--- src/rtl/chda_pkg.sv ---
// Shared types and constants for the compass heading unit.
// Holds the vector beat type, the micro-rotation angle table and the scaling constants.
// No dependencies.
package chda_pkg;

    localparam int unsigned ANGLE_ITERATIONS_DEF = 16;
    localparam int unsigned TABLE_LEN            = 24;

    localparam int unsigned IN_W        = 16;
    localparam int unsigned COORD_SHIFT = 26;
    localparam int unsigned COORD_W     = 45;
    localparam int unsigned Z_W         = 41;
    localparam int unsigned OUT_W       = 16;

    localparam logic signed [Z_W-1:0] DEG180_NDEG = 41'sd180000000000;
    localparam logic signed [Z_W-1:0] DEG360_NDEG = 41'sd360000000000;
    localparam logic signed [Z_W-1:0] HALF_CDEG   = 41'sd5000000;

    localparam int unsigned DIV_SHIFT   = 7;
    localparam int unsigned A_W         = 32;
    localparam int unsigned RECIP_SHIFT = 48;
    localparam int unsigned PROD_W      = 64;
    localparam int unsigned REM_W       = 33;
    localparam logic [A_W-1:0]   RECIP      = 32'd3602879701;
    localparam logic [REM_W-1:0] DIV_ODD    = 33'd78125;
    localparam logic [OUT_W-1:0] FULL_TURN  = 16'd36000;

    localparam logic signed [Z_W-1:0] ATAN_NDEG [TABLE_LEN] = '{
        41'sd45000000000, 41'sd26565051177, 41'sd14036243468, 41'sd7125016349,
        41'sd3576334375,  41'sd1789910608,  41'sd895173710,   41'sd447614171,
        41'sd223810500,   41'sd111905677,   41'sd55952892,    41'sd27976453,
        41'sd13988227,    41'sd6994114,     41'sd3497057,     41'sd1748528,
        41'sd874264,      41'sd437132,      41'sd218566,      41'sd109283,
        41'sd54642,       41'sd27321,       41'sd13660,       41'sd6830
    };

    typedef struct packed {
        logic signed [COORD_W-1:0] x;
        logic signed [COORD_W-1:0] y;
        logic signed [Z_W-1:0]     z;
        logic                      zero;
    } t_vec;

endpackage

--- src/rtl/chda_rot_stage.sv ---
// One registered vectoring micro-rotation with a fixed shift.
// Depends on chda_pkg.
module chda_rot_stage
    import chda_pkg::*;
#(
    parameter int unsigned SHIFT = 0
)
(
    input  logic i_clk,
    input  logic i_rst_n,
    input  logic i_valid,
    output logic o_ready,
    input  t_vec i_vec,
    output logic o_valid,
    input  logic i_ready,
    output t_vec o_vec
);

    logic                      r_valid;
    t_vec                      r_vec;
    t_vec                      n_vec;
    logic signed [COORD_W-1:0] xv;
    logic signed [COORD_W-1:0] yv;
    logic signed [COORD_W-1:0] xs;
    logic signed [COORD_W-1:0] ys;

    assign o_ready = !r_valid || i_ready;
    assign o_valid = r_valid;
    assign o_vec   = r_vec;

    always_comb begin
        xv = i_vec.x;
        yv = i_vec.y;
        xs = xv >>> SHIFT;
        ys = yv >>> SHIFT;
        n_vec.zero = i_vec.zero;
        if (!yv[COORD_W-1]) begin
            n_vec.x = xv + ys;
            n_vec.y = yv - xs;
            n_vec.z = i_vec.z + ATAN_NDEG[SHIFT];
        end else begin
            n_vec.x = xv - ys;
            n_vec.y = yv + xs;
            n_vec.z = i_vec.z - ATAN_NDEG[SHIFT];
        end
    end

    always_ff @(posedge i_clk) begin
        if (!i_rst_n) begin
            r_valid <= 1'b0;
        end else if (o_ready) begin
            r_valid <= i_valid;
        end
    end

    always_ff @(posedge i_clk) begin
        if (o_ready && i_valid) begin
            r_vec <= n_vec;
        end
    end

endmodule

--- config.mk ---
export PLATFORM = sky130hd
export DESIGN_NAME = chda_rot_stage
export DESIGN_NICKNAME = d
export VERILOG_FILES = /design/src/rtl/chda_pkg.sv /design/src/rtl/chda_rot_stage.sv
export SDC_FILE = /design/constraint.sdc
export NUM_CORES = 1
export LEC_CHECK = 0
export BUFFER_PORTS_ARGS = -buffer_cell sky130_fd_sc_hd__buf_2
export CELL_PAD_IN_SITES_DETAIL_PLACEMENT = 0
export CELL_PAD_IN_SITES_GLOBAL_PLACEMENT = 1
export CORE_UTILIZATION = 46
export CTS_CLUSTER_SIZE = 28
export DETAILED_ROUTE_END_ITERATION = 6
export GPL_TIMING_DRIVEN = 1
export PLACE_DENSITY = 0.94
export SLEW_MARGIN = 25
export SYNTH_ARGS = -nofsm -noshare
export SYNTH_HDL_FRONTEND = slang
export SYNTH_SLANG_ARGS = --single-unit
--- constraint.sdc ---
create_clock -name i_clk -period 6.82 [get_ports i_clk]
set_input_delay 0.682 -clock i_clk [delete_from_list [all_inputs] [get_ports i_clk]]
set_output_delay 0.682 -clock i_clk [all_outputs]
set_load 0.03 [all_outputs]
==> summary.md <==
| Metric | Value |
|---|---|
| Tmin final | `3.943 ns` |
| DRT Pass-1 Iters | `6` |
| Final #Nets | `2191` |
| Chip Width | `176.4 um` |
| Slew @ Worst Pin | `1.005 ns` |
| Switching Fraction | `39.74%` |
| Post-synth EDFFs | `131` |
| Met2 Resource Use GR | `50.07%` |
| CTS Buf Count | `17` |
| Dominant cell type by area after synthesis | `edfxtp_1` |
| Grt ovf | `0` |
| GR peak layer | `met2` |
| CTS max path bufs | `2` |
| Power per cell area | `213.8 mW/mm^2` |
| Setup WS pre-CTS | `2.486 ns` |
| Layout cells sized above 1 | `18.66%` |
| Worst-path maximum fanout | `70` |
| Crit end category | `register` |
| IO Count | `270` |
| Final Wtd Congestion | `0.9842` |
| Tightest Hold Check Type | `input port to register` |
| Port buffer count | `269` |
| GRT Util Overall | `29.69%` |
| Post-route ant nets | `0` |
| Post-cts sizing count | `0` |
| FP Rows | `63` |
| Clk slew on worst S/H paths | `0.06 ns` |
| Synthesis Warnings | `0` |
| Seq/Total Area, Yosys | `28.27%` |
| Status | `finished, final reports clean` |
| Largest net degree at the start of global routing | `80` |
| 1st-iter DRT viols | `1353` |
| Mapped cell area | `0.01399 sq mm` |
| Critical Path RT | `7.00 ns` |
| Leakage power | `7.075 nW` |
| Drt via density | `5.977` |
| Post-synth top area share | `28.12%` |
| Initial Util | `46.94%` |
| Htree depth | `4` |
| CTS tree | `built` |
| Largest cells by area after synthesis | `edfxtp_1, ha_1, a21oi_1` |
| Core Area | `0.02980 sq mm` |
| Comb pwr share | `40.5%` |
| Post-Route WL | `46830 um` |
| Maximum vdd drop | `0.0001715 V` |
| Drt drc | `0` |
| Commonest non-fill, non-tap cell in the layout | `buf_2` |
| Clock Sink Count | `132` |
| Post-synthesis sequential element count | `132` |
| Hold-fix buffers, CTS | `0` |
| Int Pwr | `2.089 mW` |
| Psw | `1.378 mW` |
| RSZ-0062 raised after global routing | `false` |
| CTS root buf | `clkbuf_16` |
| Synth async-reset ratio | `0%` |
| Ys flop type | `edfxtp_1` |
| Die area | `0.03111 sq mm` |
| WL per Instance | `20.58 um` |
| Slew Limit Fails | `0` |
| First-pass GRT wire length | `72330 um` |
| Worst skew pair latency | `0.44 ns` |
| Max cap viols | `0` |
| Post-DP HPWL | `36720 um` |
| Worst path arrival time | `4.13 ns` |
| Most frequent cells in the layout | `buf_2, a21oi_1, ha_1` |
| Post-CTS Setup Bufs | `0` |
| Vias in the first global route | `13240` |
| Routed vias | `13600` |
| Final worst slack | `2.877 ns` |
| Final hold violation count | `0` |
| CP startpoint kind | `input port` |
| Fmax | `0.2536 GHz` |
| GR Util met3 | `4.264%` |
| Post-Synthesis Cells | `1643` |
| Crit share post-route | `57.81%` |
| Die Ht | `176.4 um` |
| Fill cells | `2823` |
| Met1 Track Usage GR | `38.56%` |
| Setup TNS | `0 ns` |
| Clock share of power | `28.4%` |
| Antenna violations before repair | `0` |
| Ant. Diodes | `0` |
| Mean Syn Cell Area | `8.513 sq um` |
| Worst Clk Skew | `0.01084 ns` |
| Mapped Nets | `1961` |
| Crit Path Category | `input port to register` |
| Sequential share of power | `31.1%` |
| # setup viols final | `0` |
| Distinct cell type count after synthesis | `84` |
| Max-slew headroom | `32.15%` |
| Area Growth Syn to Fin | `15.92%` |
-- kinds of logic after synthesis --
logic type,Yosys count,share of synthesized area (%)
AOI/OAI and AO/OA,570,26.25
and+or+nand+nor,416,14.55
buffers and inverters,209,5.832
adders and majority gates,182,16.50
DFF,132,28.27
xor gates and xnor gates,112,7.013
muxes,22,1.583
-- cells in the mapped netlist, types with 10 or more instances --
library cell and instances:
a211oi_1 24, a21o_1 29, a21oi_1 217, a31oi_1 11, buf_1 15, buf_2 10, clkbuf_1 34, edfxtp_1 131
ha_1 178, inv_1 138, mux2i_1 21, nand2_1 94, nand2b_1 16, nand3_1 40, nand4_1 28, nor2_1 113
nor2b_1 18, nor3_1 33, nor4_1 15, o211ai_1 18, o21a_1 17, o21ai_0 100, o21bai_1 34, o31ai_1 21
or2_2 19, xnor2_1 99, xor2_1 13
-- power by group through the flow --
| stage | clock, mW | combinational (mW) | sequential, mW |
|---|---|---|---|
| floorplan | 0 | 0.749 | 1.31 |
| global route | 1.03 | 1.51 | 1.09 |
| detailed placement | 0 | 1.37 | 1.10 |
| finish | 0.984 | 1.40 | 1.08 |
| CTS | 0.996 | 1.38 | 1.08 |
| global placement | 0 | 1.37 | 1.10 |
-- per-stage QoR --
| stage | total power, mW | cells | area [sq um] | util [%] | hold WS, ns |
|---|---|---|---|---|---|
| after global placement | 2.460 | 2243 | 15590 | 52.32 | 0.5060 |
| after CTS | 3.456 | 2275 | 16190 | 54.35 | 0.4066 |
| after global routing | 3.625 | 2276 | 16210 | 54.42 | 0.4043 |
| after floorplan | 2.062 | 1643 | 13990 | - | 0.7809 |
| after detailed placement | 2.466 | 2243 | 15590 | 52.32 | 0.5271 |
| final | 3.466 | 2276 | 16210 | 54.42 | 0.4221 |
-- worst max-delay path, cell delays in order --
cell and delay (ns):
buf_4 0.50, buf_4 0.74, ha_1 0.43, a21oi_1 0.18, o21ai_0 0.13, a31oi_1 0.28
o21ai_0 0.24, a311oi_2 0.52, nor3_1 0.09, a311o_1 0.27
-- final cells by class --
class	count	area [sq um]	area share (%)
tap	390	488.0	3.009
sequential	132	3954	24.38
timing repair buffer	274	1399	8.627
inverter	146	548.0	3.380
clock buffer	18	429.2	2.647
multi-input combinational	1302	9220	56.86
clock inverter	14	176.4	1.088
-- metal layers --
layer / vias up / part of all wire, %
met5: - / 0
met4: 0 / 2.9
met3: 85 / 7.6
met2: 656 / 47
met1: 6405 / 43
li1: 6458 / -
-- registers in the layout (all words and copies together) (netlist names) --
| name | cells |
|---|---|
| o_valid | 1 |
| o_vec | 131 |
-- final timing paths --
path         startpoint   endpoint  slack, ns  cells after the start
max reg2reg     o_valid  o_vec[81]       4.77                      3
min            i_vec[2]   o_vec[2]       0.42                      1
min reg2reg     o_valid    o_valid       0.53                      2
max           i_vec[86]  o_vec[39]       2.88                     10
No activity file was read; power rests on OpenSTA's default activity.
