$ cat src/rtl/chda_pkg.sv
// Shared types and constants for the compass heading unit.
// Holds the vector beat type, the micro-rotation angle table and the scaling constants.
// No dependencies.
package chda_pkg;

    localparam int unsigned ANGLE_ITERATIONS_DEF = 16;
    localparam int unsigned TABLE_LEN            = 24;

    localparam int unsigned IN_W        = 16;
    localparam int unsigned COORD_SHIFT = 26;
    localparam int unsigned COORD_W     = 45;
    localparam int unsigned Z_W         = 41;
    localparam int unsigned OUT_W       = 16;

    localparam logic signed [Z_W-1:0] DEG180_NDEG = 41'sd180000000000;
    localparam logic signed [Z_W-1:0] DEG360_NDEG = 41'sd360000000000;
    localparam logic signed [Z_W-1:0] HALF_CDEG   = 41'sd5000000;

    localparam int unsigned DIV_SHIFT   = 7;
    localparam int unsigned A_W         = 32;
    localparam int unsigned RECIP_SHIFT = 48;
    localparam int unsigned PROD_W      = 64;
    localparam int unsigned REM_W       = 33;
    localparam logic [A_W-1:0]   RECIP      = 32'd3602879701;
    localparam logic [REM_W-1:0] DIV_ODD    = 33'd78125;
    localparam logic [OUT_W-1:0] FULL_TURN  = 16'd36000;

    localparam logic signed [Z_W-1:0] ATAN_NDEG [TABLE_LEN] = '{
        41'sd45000000000, 41'sd26565051177, 41'sd14036243468, 41'sd7125016349,
        41'sd3576334375,  41'sd1789910608,  41'sd895173710,   41'sd447614171,
        41'sd223810500,   41'sd111905677,   41'sd55952892,    41'sd27976453,
        41'sd13988227,    41'sd6994114,     41'sd3497057,     41'sd1748528,
        41'sd874264,      41'sd437132,      41'sd218566,      41'sd109283,
        41'sd54642,       41'sd27321,       41'sd13660,       41'sd6830
    };

    typedef struct packed {
        logic signed [COORD_W-1:0] x;
        logic signed [COORD_W-1:0] y;
        logic signed [Z_W-1:0]     z;
        logic                      zero;
    } t_vec;

endpackage

$ cat src/rtl/chda_fold.sv
// Entry stage: folds the left half plane onto the right one and scales the counts.
// Depends on chda_pkg.
module chda_fold
    import chda_pkg::*;
(
    input  logic                   i_clk,
    input  logic                   i_rst_n,
    input  logic                   i_valid,
    output logic                   o_ready,
    input  logic signed [IN_W-1:0] i_mag_x,
    input  logic signed [IN_W-1:0] i_mag_y,
    output logic                   o_valid,
    input  logic                   i_ready,
    output t_vec                   o_vec
);

    logic        r_valid;
    t_vec        r_vec;
    t_vec        n_vec;
    logic        neg;
    logic [IN_W:0] xf;
    logic [IN_W:0] yf;

    assign o_ready = !r_valid || i_ready;
    assign o_valid = r_valid;
    assign o_vec   = r_vec;

    always_comb begin
        neg = i_mag_x[IN_W-1];
        xf  = neg ? -{i_mag_x[IN_W-1], i_mag_x} : {i_mag_x[IN_W-1], i_mag_x};
        yf  = neg ? -{i_mag_y[IN_W-1], i_mag_y} : {i_mag_y[IN_W-1], i_mag_y};
        n_vec.x    = {{(COORD_W-IN_W-1-COORD_SHIFT){xf[IN_W]}}, xf, {COORD_SHIFT{1'b0}}};
        n_vec.y    = {{(COORD_W-IN_W-1-COORD_SHIFT){yf[IN_W]}}, yf, {COORD_SHIFT{1'b0}}};
        n_vec.z    = neg ? DEG180_NDEG : '0;
        n_vec.zero = (i_mag_x == '0) && (i_mag_y == '0);
    end

    always_ff @(posedge i_clk) begin
        if (!i_rst_n) begin
            r_valid <= 1'b0;
        end else if (o_ready) begin
            r_valid <= i_valid;
        end
    end

    always_ff @(posedge i_clk) begin
        if (o_ready && i_valid) begin
            r_vec <= n_vec;
        end
    end

endmodule

$ cat config.mk
export PLATFORM = sky130hd
export DESIGN_NAME = chda_fold
export DESIGN_NICKNAME = d
export VERILOG_FILES = /design/src/rtl/chda_pkg.sv /design/src/rtl/chda_fold.sv
export SDC_FILE = /design/constraint.sdc
export NUM_CORES = 1
export LEC_CHECK = 0
export ABC_AREA = 1
export CORE_AREA = 5 5 99 101
export CTS_CLUSTER_SIZE = 28
export DETAILED_ROUTE_END_ITERATION = 16
export DIE_AREA = 0 0 104 106
export DONT_BUFFER_PORTS = 1
export GPL_ROUTABILITY_DRIVEN = 1
export SYNTH_ARGS = -nofsm -noshare
export SYNTH_HDL_FRONTEND = slang
export SYNTH_SLANG_ARGS = --single-unit
$ cat constraint.sdc
create_clock -name i_clk -period 2.8 [get_ports i_clk]
set_clock_uncertainty 0.15 [all_clocks]
set_input_delay 0 -clock i_clk [delete_from_list [all_inputs] [get_ports i_clk]]
set_output_delay 0 -clock i_clk [all_outputs]
set_load 0.01 [all_outputs]
==> flow_metrics.tcl <==
set metrics [dict create \
    cpMaxStageDelayCell "dlygate4sd3_1" \
    finish.utilization_pct 35.36 \
    powerDensity_nw_per_um2 419.4 \
    finalCriticalPeriod_ns 2.499 \
    worst_slack_ns 0.3011 \
    clk-insertion-delay-late_ns 0.27 \
    io_pins 170 \
    cts_buffer_depth 2 \
    synth_edf_count 36 \
    yosysMostFrequentCell "buf_4" \
    hold_path_depth 4 \
    p_leak_nw 1.441 \
    reg2reg_from "o_valid$_SDFFE_PN0N_" \
    start_util_pct 31.60 \
    cp_common_cell "dlygate4sd3_1" \
    n_antenna_cell 0 \
    first_pass_iters 4 \
    dp_hpwl_mm 4.438 \
    nFillCells 927 \
    route.antenna.remaining_nets 0 \
    path_max_fanout 3 \
    arrival_ns 2.50 \
    path_class "primary input to flip-flop" \
    crit_required_ns 2.80 \
    crit_chain "dlygate4sd3_1 > inv_1 > ha_1 > nand3_2 > o21ai_2 > nand3_1 > dlygate4sd3_1 > nand2_1 > dlygate4sd3_1" \
    cp-start-kind "primary input" \
    numCtsBuffers 5 \
    nNetsFinal 409 \
    drive_gt1_share_pct 8.086 \
    outcome "completed" \
    synthToLayoutAreaGrowth_pct 11.92 \
    rsz0062_at_grt "false" \
    cp_slowest_stage_delay_ns 0.58 \
    tns_ns 0 \
    hold_viol 0 \
    drtIter0Drc 105 \
    synth_cell_type_count 27 \
    synth_warnings 0 \
    synth_seq_area_share_pct 39.01 \
    r2r-end "o_valid$_SDFFE_PN0N_" \
    drt_drc_violations_left 0 \
    setup_violations 0 \
    post_drt_wl_per_cell_um 13.04 \
    critPathLaunch "i_mag_x[0]" \
    num_rows 35 \
    core_um2 8934 \
    final_cells 482 \
    synthTopCellsByArea "edfxtp_1 (38%), buf_4 (26%), nand2_1 (8.4%), inv_1 (4.3%), nand3_1 (3.4%)" \
    fmax_mhz 400.2 \
    grt.overflow.total 0 \
    grt_pass1_vias 1967 \
    portBuffers 0 \
    reg2reg_slack_ns 1.28 \
    r2r_cells 3 \
    postSynthCellCount 328 \
    path_delay_family "buffers and inverters" \
    async_flop_share_pct 0 \
    ys_seq_elements 37 \
    endpoint "o_vec[123]$_DFFE_PP_" \
    die-area_um2 11020 \
    wl_mm 6.284 \
    cts_sinks 37 \
    synth_top_area_share_pct 38.30 \
    hp-class "primary input to flip-flop" \
    cts_resized 0 \
    synth_common_cells "buf_4 (97), nand2_1 (63), edfxtp_1 (36), inv_1 (32), nor2_1 (21)" \
    place.gp.congestion 0.7847 \
    cts_tree "done" \
    total_power_w 0.001325 \
    crit_buf_inv 4 \
    clk_pin_slew_ns 0.07 \
    track_usage_pct 10.78 \
    syn_area_um2 2823 \
    cts_root_buf "clkbuf_8" \
    placedCellCount 421 \
    grt_first_pass_wirelength_mm 9.494 \
    grt_max_degree 40 \
    antenna_found_initial 0 \
    die_x_um 104 \
    synth_top_cell_by_area "edfxtp_1" \
    die_y_um 106 \
    finalCritPeriodShare_pct 89.25 \
    cp-end-kind "flip-flop" \
    syn_area_per_cell_um2 8.606 \
    ys.flop_type "edfxtp_1" \
    preCtsSetupSlack_ns 1.316 \
    slew_violations 0 \
    drv_cap 0 \
    cp.depth 9 \
    htree_levels 2 \
    viasPerCell 4.077 \
    vias 1965 \
    vdd_drop_max_mv 0.1205 \
]
-- final cells by class --
class / count / area, um^2 / area share (%)
Clock buffer: 6 / 72.57 / 2.297
Tap cell: 111 / 138.9 / 4.396
Multi-Input combinational cell: 237 / 1150 / 36.40
Sequential cell: 37 / 1101 / 34.85
Clock inverter: 1 / 3.754 / 0.1188
Timing Repair Buffer: 56 / 565.5 / 17.90
Inverter: 34 / 127.6 / 4.040
-- worst reg2reg max path: cells and delay by family (launching register included) --
| family | cells | cell delay [ns] |
|---|---|---|
| AOI/OAI and AO/OA | 1 | 0.16 |
| and+or+nand+nor | 1 | 0.16 |
| buffers and inverters | 1 | 0.55 |
| DFF | 1 | 0.44 |
-- metal layers --
metal / up-vias / part of all wire (%) / track usage (%)
met3: 10 / 8.1 / 2.429
met2: 118 / 50 / 19.17
met4: 0 / 2.3 / 4.903
met5: - / 0 / 0
met1: 893 / 39 / 12.28
li1: 944 / - / -
-- state kept, by name (all words and copies together) (netlist names) --
signal	cells
o_vec	36
o_valid	1
-- power breakdown --
part / switching (W) / leakage (nW) / total [W] / internal [W]
clock network: 0.000173 / 0.0387 / 0.000340 / 0.000168
logic: 0.000173 / 1.04 / 0.000279 / 0.000106
registers: 0.0000417 / 0.359 / 0.000705 / 0.000664
-- through the flow --
stage                     hold slack (ns)  cell area, um^2
after floorplan                  -0.05113             3123
after global placement           -0.05101             2532
after detailed placement         -0.05104             2532
after CTS                       0.0001306             3159
after global routing              0.03439             3159
final                             0.01918             3159
-- placed cells by master (no fill, tap or decap), types with 2 or more instances in the layout --
cell type / count
xor2_1: 9
nand3_2: 3
nand2_1: 63
conb_1: 81
inv_1: 32
nand2_2: 2
inv_2: 2
nor2_2: 7
dlygate4sd3_1: 53
nand3b_1: 3
buf_4: 2
nand3_1: 19
o21ai_1: 3
nor2_1: 21
xnor2_1: 6
nand2_4: 2
edfxtp_1: 36
ha_1: 2
nor2_4: 2
o21ai_2: 2
o21ai_0: 3
clkbuf_8: 5
nand4_1: 5
-- worst min-delay path by stage --
stage / from / endpoint / slack [ns]
final: i_mag_x[6] / o_vec[121]$_DFFE_PP_ / 0.02
after global routing: i_mag_x[6] / o_vec[121]$_DFFE_PP_ / 0.03
after CTS: i_mag_x[6] / o_vec[121]$_DFFE_PP_ / 0.0001
after detailed placement: i_mag_y[0] / o_vec[68]$_DFFE_PP_ / -0.05
after global placement: i_mag_y[0] / o_vec[68]$_DFFE_PP_ / -0.05
after floorplan: i_mag_x[0] / o_vec[113]$_DFFE_PP_ / -0.05
-- kinds of logic after synthesis --
family	Yosys count	synth area share, %
buf+inv	134	31.29
flops	37	39.01
other cells	1	0.1329
simple gates	128	21.72
compound gates	11	2.305
xor+xnor	15	4.654
fa+ha+maj	2	0.8864
-- timing repair --
action | CTS | global route
hold buffers | 54 | 0
buffers inserted | 0 | 0
hold endpoints to repair | 36 | 0
(Power assumes the default switching activity.)
