File: src/rtl/chda_pkg.sv
// Shared types and constants for the compass heading unit.
// Holds the vector beat type, the micro-rotation angle table and the scaling constants.
// No dependencies.
package chda_pkg;

    localparam int unsigned ANGLE_ITERATIONS_DEF = 16;
    localparam int unsigned TABLE_LEN            = 24;

    localparam int unsigned IN_W        = 16;
    localparam int unsigned COORD_SHIFT = 26;
    localparam int unsigned COORD_W     = 45;
    localparam int unsigned Z_W         = 41;
    localparam int unsigned OUT_W       = 16;

    localparam logic signed [Z_W-1:0] DEG180_NDEG = 41'sd180000000000;
    localparam logic signed [Z_W-1:0] DEG360_NDEG = 41'sd360000000000;
    localparam logic signed [Z_W-1:0] HALF_CDEG   = 41'sd5000000;

    localparam int unsigned DIV_SHIFT   = 7;
    localparam int unsigned A_W         = 32;
    localparam int unsigned RECIP_SHIFT = 48;
    localparam int unsigned PROD_W      = 64;
    localparam int unsigned REM_W       = 33;
    localparam logic [A_W-1:0]   RECIP      = 32'd3602879701;
    localparam logic [REM_W-1:0] DIV_ODD    = 33'd78125;
    localparam logic [OUT_W-1:0] FULL_TURN  = 16'd36000;

    localparam logic signed [Z_W-1:0] ATAN_NDEG [TABLE_LEN] = '{
        41'sd45000000000, 41'sd26565051177, 41'sd14036243468, 41'sd7125016349,
        41'sd3576334375,  41'sd1789910608,  41'sd895173710,   41'sd447614171,
        41'sd223810500,   41'sd111905677,   41'sd55952892,    41'sd27976453,
        41'sd13988227,    41'sd6994114,     41'sd3497057,     41'sd1748528,
        41'sd874264,      41'sd437132,      41'sd218566,      41'sd109283,
        41'sd54642,       41'sd27321,       41'sd13660,       41'sd6830
    };

    typedef struct packed {
        logic signed [COORD_W-1:0] x;
        logic signed [COORD_W-1:0] y;
        logic signed [Z_W-1:0]     z;
        logic                      zero;
    } t_vec;

endpackage

File: src/rtl/chda_post.sv
// Four-stage back end: wraps the angle, rounds to hundredths of a degree through a
// reciprocal multiply with one correction step, and wraps a full turn. Depends on chda_pkg.
module chda_post
    import chda_pkg::*;
(
    input  logic             i_clk,
    input  logic             i_rst_n,
    input  logic             i_valid,
    output logic             o_ready,
    input  t_vec             i_vec,
    output logic             o_valid,
    input  logic             i_ready,
    output logic [OUT_W-1:0] o_heading
);

    logic [3:0]              r_valid;
    logic [3:0]              rdy;

    logic [A_W-1:0]          r_a1;
    logic                    r_zero1;
    logic [A_W-1:0]          r_a2;
    logic [OUT_W-1:0]        r_q2;
    logic                    r_zero2;
    logic [A_W-1:0]          r_a3;
    logic [OUT_W-1:0]        r_q3;
    logic [REM_W-1:0]        r_p3;
    logic                    r_zero3;
    logic [OUT_W-1:0]        r_heading;

    logic signed [Z_W-1:0]   tot;
    logic signed [Z_W-1:0]   rnd;
    logic [A_W-1:0]          n_a1;
    logic [PROD_W-1:0]       prod;
    logic [OUT_W-1:0]        n_q2;
    logic [REM_W-1:0]        n_p3;
    logic [REM_W-1:0]        rem;
    logic [OUT_W-1:0]        qc;
    logic [OUT_W-1:0]        n_heading;

    assign rdy[3]    = !r_valid[3] || i_ready;
    assign rdy[2]    = !r_valid[2] || rdy[3];
    assign rdy[1]    = !r_valid[1] || rdy[2];
    assign rdy[0]    = !r_valid[0] || rdy[1];
    assign o_ready   = rdy[0];
    assign o_valid   = r_valid[3];
    assign o_heading = r_heading;

    always_comb begin
        tot = i_vec.z[Z_W-1] ? i_vec.z + DEG360_NDEG : i_vec.z;
        if (tot[Z_W-1]) begin
            tot = '0;
        end
        rnd  = tot + HALF_CDEG;
        n_a1 = rnd[DIV_SHIFT +: A_W];

        prod = PROD_W'(r_a1) * PROD_W'(RECIP);
        n_q2 = prod[RECIP_SHIFT +: OUT_W];

        n_p3 = REM_W'(r_q2) * DIV_ODD;

        rem = REM_W'(r_a3) - r_p3;
        qc  = (rem >= DIV_ODD) ? r_q3 + OUT_W'(1) : r_q3;
        if (qc >= FULL_TURN) begin
            qc = qc - FULL_TURN;
        end
        n_heading = r_zero3 ? '0 : qc;
    end

    always_ff @(posedge i_clk) begin
        if (!i_rst_n) begin
            r_valid <= '0;
        end else begin
            if (rdy[0]) begin
                r_valid[0] <= i_valid;
            end
            if (rdy[1]) begin
                r_valid[1] <= r_valid[0];
            end
            if (rdy[2]) begin
                r_valid[2] <= r_valid[1];
            end
            if (rdy[3]) begin
                r_valid[3] <= r_valid[2];
            end
        end
    end

    always_ff @(posedge i_clk) begin
        if (rdy[0] && i_valid) begin
            r_a1    <= n_a1;
            r_zero1 <= i_vec.zero;
        end
        if (rdy[1] && r_valid[0]) begin
            r_a2    <= r_a1;
            r_q2    <= n_q2;
            r_zero2 <= r_zero1;
        end
        if (rdy[2] && r_valid[1]) begin
            r_a3    <= r_a2;
            r_q3    <= r_q2;
            r_p3    <= n_p3;
            r_zero3 <= r_zero2;
        end
        if (rdy[3] && r_valid[2]) begin
            r_heading <= n_heading;
        end
    end

endmodule

File: config.mk
export PLATFORM = sky130hd
export DESIGN_NAME = chda_post
export DESIGN_NICKNAME = d
export VERILOG_FILES = /design/src/rtl/chda_pkg.sv /design/src/rtl/chda_post.sv
export SDC_FILE = /design/constraint.sdc
export NUM_CORES = 2
export LEC_CHECK = 0
export ABC_CLOCK_PERIOD_IN_PS = 10350
export BUFFER_PORTS_ARGS = -buffer_cell sky130_fd_sc_hd__clkbuf_2
export CORE_AREA = 5 5 286 218
export DETAILED_ROUTE_END_ITERATION = 7
export DIE_AREA = 0 0 291 223
export GPL_TIMING_DRIVEN = 0
export PLACE_DENSITY = 0.84
export SLEW_MARGIN = 15
export SYNTH_ARGS = -nofsm -noshare
export SYNTH_HDL_FRONTEND = slang
export SYNTH_SLANG_ARGS = --single-unit
File: constraint.sdc
create_clock -name i_clk -period 10.35 [get_ports i_clk]
set_clock_uncertainty 0.1 [all_clocks]
set_input_delay 0 -clock i_clk [delete_from_list [all_inputs] [get_ports i_clk]]
set_output_delay 0 -clock i_clk [all_outputs]
set_load 0.02 [all_outputs]
==> flow_metrics.tcl <==
set metrics [dict create \
    die_w_um 291 \
    drtAntennaViolNets 0 \
    cts_buffers 17 \
    worstMarginPinSlew_ns 1.209 \
    regArea_um2 5425 \
    antennaDiodeCount 0 \
    syn_nets 4207 \
    setup_tns_ns 0 \
    clockRootBuffer "clkbuf_16" \
    fin_nets 4324 \
    row_count 78 \
    synth.most_common_cell "inv_1" \
    cp_data_required_time_ns 10.47 \
    grt_antenna_before_repair 0 \
    netlist_area_um2 32110 \
    async_flop_share_pct 0 \
    clock.fmax_ghz 0.1023 \
    yosys-top-cells-count "828 x inv_1, 578 x fa_1, 526 x ha_1" \
    ys.flop_type "edfxtp_1" \
    numClockSinks 182 \
    num-fill-cells 4907 \
    synth-edff-count 178 \
    hold_class "input pin to register" \
    cp_slowest_cell "a2111oi_0" \
    grt_util_all_layers_pct 25.27 \
    min_period_over_period_pct 94.43 \
    cp_common_cell "fa_1" \
    grt_max_degree 32 \
    yosysWarnings 0 \
    dp_hpwl_um 68080 \
    slew-limit-headroom_pct 18.57 \
    cts_tree "yes" \
    synth-seq-cells 182 \
    core_um2 59530 \
    synthTopCellsByArea "fa_1 36%, ha_1 20%, edfxtp_1 17%, inv_1 9.7%, xnor2_1 1.9%" \
    htreeDepth 4 \
    finalSetupViolations 0 \
    area.growth.synth_to_final_pct 7.567 \
    syn_area_per_cell_um2 10.82 \
    critPathMaxFanout 9 \
    syn_inst 2967 \
    ys_seq_area_share_pct 16.90 \
    slew_viol_final 0 \
    routed_wl_um 78970 \
    clockBufferDepth 2 \
    cp-start-kind "register" \
    cp.arrival_ns 9.89 \
    multi_input_area_um2 23490 \
    drc 0 \
    die_y_um 223 \
    ctsResizeCount 0 \
    io_buffers 55 \
    grt_pass1_vias 22870 \
    wire_per_inst_um 20.26 \
    cp-end-kind "register" \
    yosysUniqueCellTypes 89 \
    timing_hold_violations_final 0 \
    rsz0062_at_grt "false" \
    path_class "register to register" \
    routabilityCongestion 1.031 \
    status "complete, no violations" \
    finalCriticalPeriod_ns 9.773 \
    grt_overflow 0 \
    num_io_pins 154 \
    critical-path-top-delay-family "adder cells" \
    yosysTopAreaCell "fa_1" \
    grt_pass1_wl_um 126400 \
    cap_violations 0 \
    max_stage_delay_ns 1.05 \
    drtIter0Drc 1790 \
    start_util_pct 53.94 \
    drive_gt1_share_pct 4.488 \
    drt_first_pass_iters 6 \
    clk_pin_slew_worst_paths_ns 0.08 \
    vias 21610 \
    synth_top_area_share_pct 36.03 \
    worst-path-buf-inv 4 \
    clk_latency_ns 0.49 \
    viasPerCell 5.546 \
    dieArea_um2 64890 \
]
worst min-delay path, delay by kind of cell:
family | cells | cell delay (ns)
xor gates and xnor gates | 2 | 0.21
buffers and inverters | 1 | 0.11
and+or+nand+nor | 1 | 0.13
per-layer routing:
layer	GRT usage, %	wire length, um	vias to the layer above
li1	-	-	9750
met1	36.22	34010	10800
met2	37.08	33580	944
met3	8.907	9491	116
met4	6.395	1895	0
met5	0	0	-
per-stage QoR:
stage / setup WS [ns] / util [%] / cell area [um2] / hold slack [ns] / instances
after CTS: 0.6719 / 58.02 / 34540 / 0.002356 / 3897
after global placement: 0.7217 / 56.08 / 33390 / 0.1133 / 3822
after floorplan: 2.790 / - / 32110 / -0.001131 / 2967
after detailed placement: 0.6265 / 56.34 / 33540 / 0.1106 / 3827
after global routing: 0.2742 / 58.02 / 34540 / 0.07868 / 3897
final: 0.5768 / 58.02 / 34540 / 0.02691 / 3897
cell families after synthesis:
group                    synth area share (%)
adder cells (fa/ha/maj)                 56.53
AND/OR/NAND/NOR                         6.410
AO/OA/AOI/OAI                           6.616
flip-flops                              16.90
XOR/XNOR                                3.300
buffers and inverters                   10.05
multiplexers                           0.1948
cells in the final DEF (no fill, tap or decap), drive strengths merged, types with 9 or more instances in the layout:
master / Yosys / layout
o21a: 19 / 19
nand2b: 10 / 10
edfxtp: 178 / 178
nor2b: 23 / 23
a21oi: 79 / 79
o21bai: 10 / 10
nand3: 35 / 35
or3: 18 / 18
nor2: 94 / 94
buf: 11 / 16
nor3: 38 / 38
xor2: 53 / 53
nand2: 77 / 77
a21boi: 9 / 9
nand4: 20 / 20
xnor2: 68 / 68
and2: 11 / 11
inv: 828 / 834
clkbuf: 13 / 85
o21ai: 58 / 58
fa: 578 / 578
a211oi: 19 / 19
a31oi: 10 / 10
and4: 11 / 11
ha: 526 / 526
a21o: 31 / 31
and3: 18 / 18
dlygate4sd3: 0 / 38
final cells by class:
class,instances,share of cell area (%)
buffer,24,0.3369
clock buffer,17,1.232
clock inverter,15,0.5687
inverter,829,9.009
multi-input combinational,1932,68.02
sequential,182,15.71
tap,800,2.898
timing repair buffer,98,2.231
path summary, 6_finish.rpt:
kind | from | cells after the start | slack (ns) | end
setup / recovery | r_a1[10]$_DFFE_PP_ | 26 | 0.58 | r_q2[15]$_DFFE_PP_
hold / removal | i_vec[23] | 4 | 0.03 | r_a1[15]$_DFFE_PP_
setup reg to reg | r_a1[10]$_DFFE_PP_ | 26 | 0.58 | r_q2[15]$_DFFE_PP_
hold reg to reg | r_a2[12]$_DFFE_PP_ | 0 | 0.32 | r_a3[12]$_DFFE_PP_
timing repair:
action | CTS | global route
setup buffers | 0 | 0
hold buffers | 38 | 0
endpoints found under the hold margin | 39 | 0
flip-flops by register name, indices dropped and copies added (netlist names):
name and count:
r_zero2 1, r_a1 32, o_heading 16, r_zero1 1, r_q2 16, r_zero3 1
r_a3 32, r_a2 32, r_q3 16, r_valid 4, r_p3 31
Power is left out: the tool's default activity adds up to more than one toggle a clock period on the data nets, which glitch-free logic cannot reach.
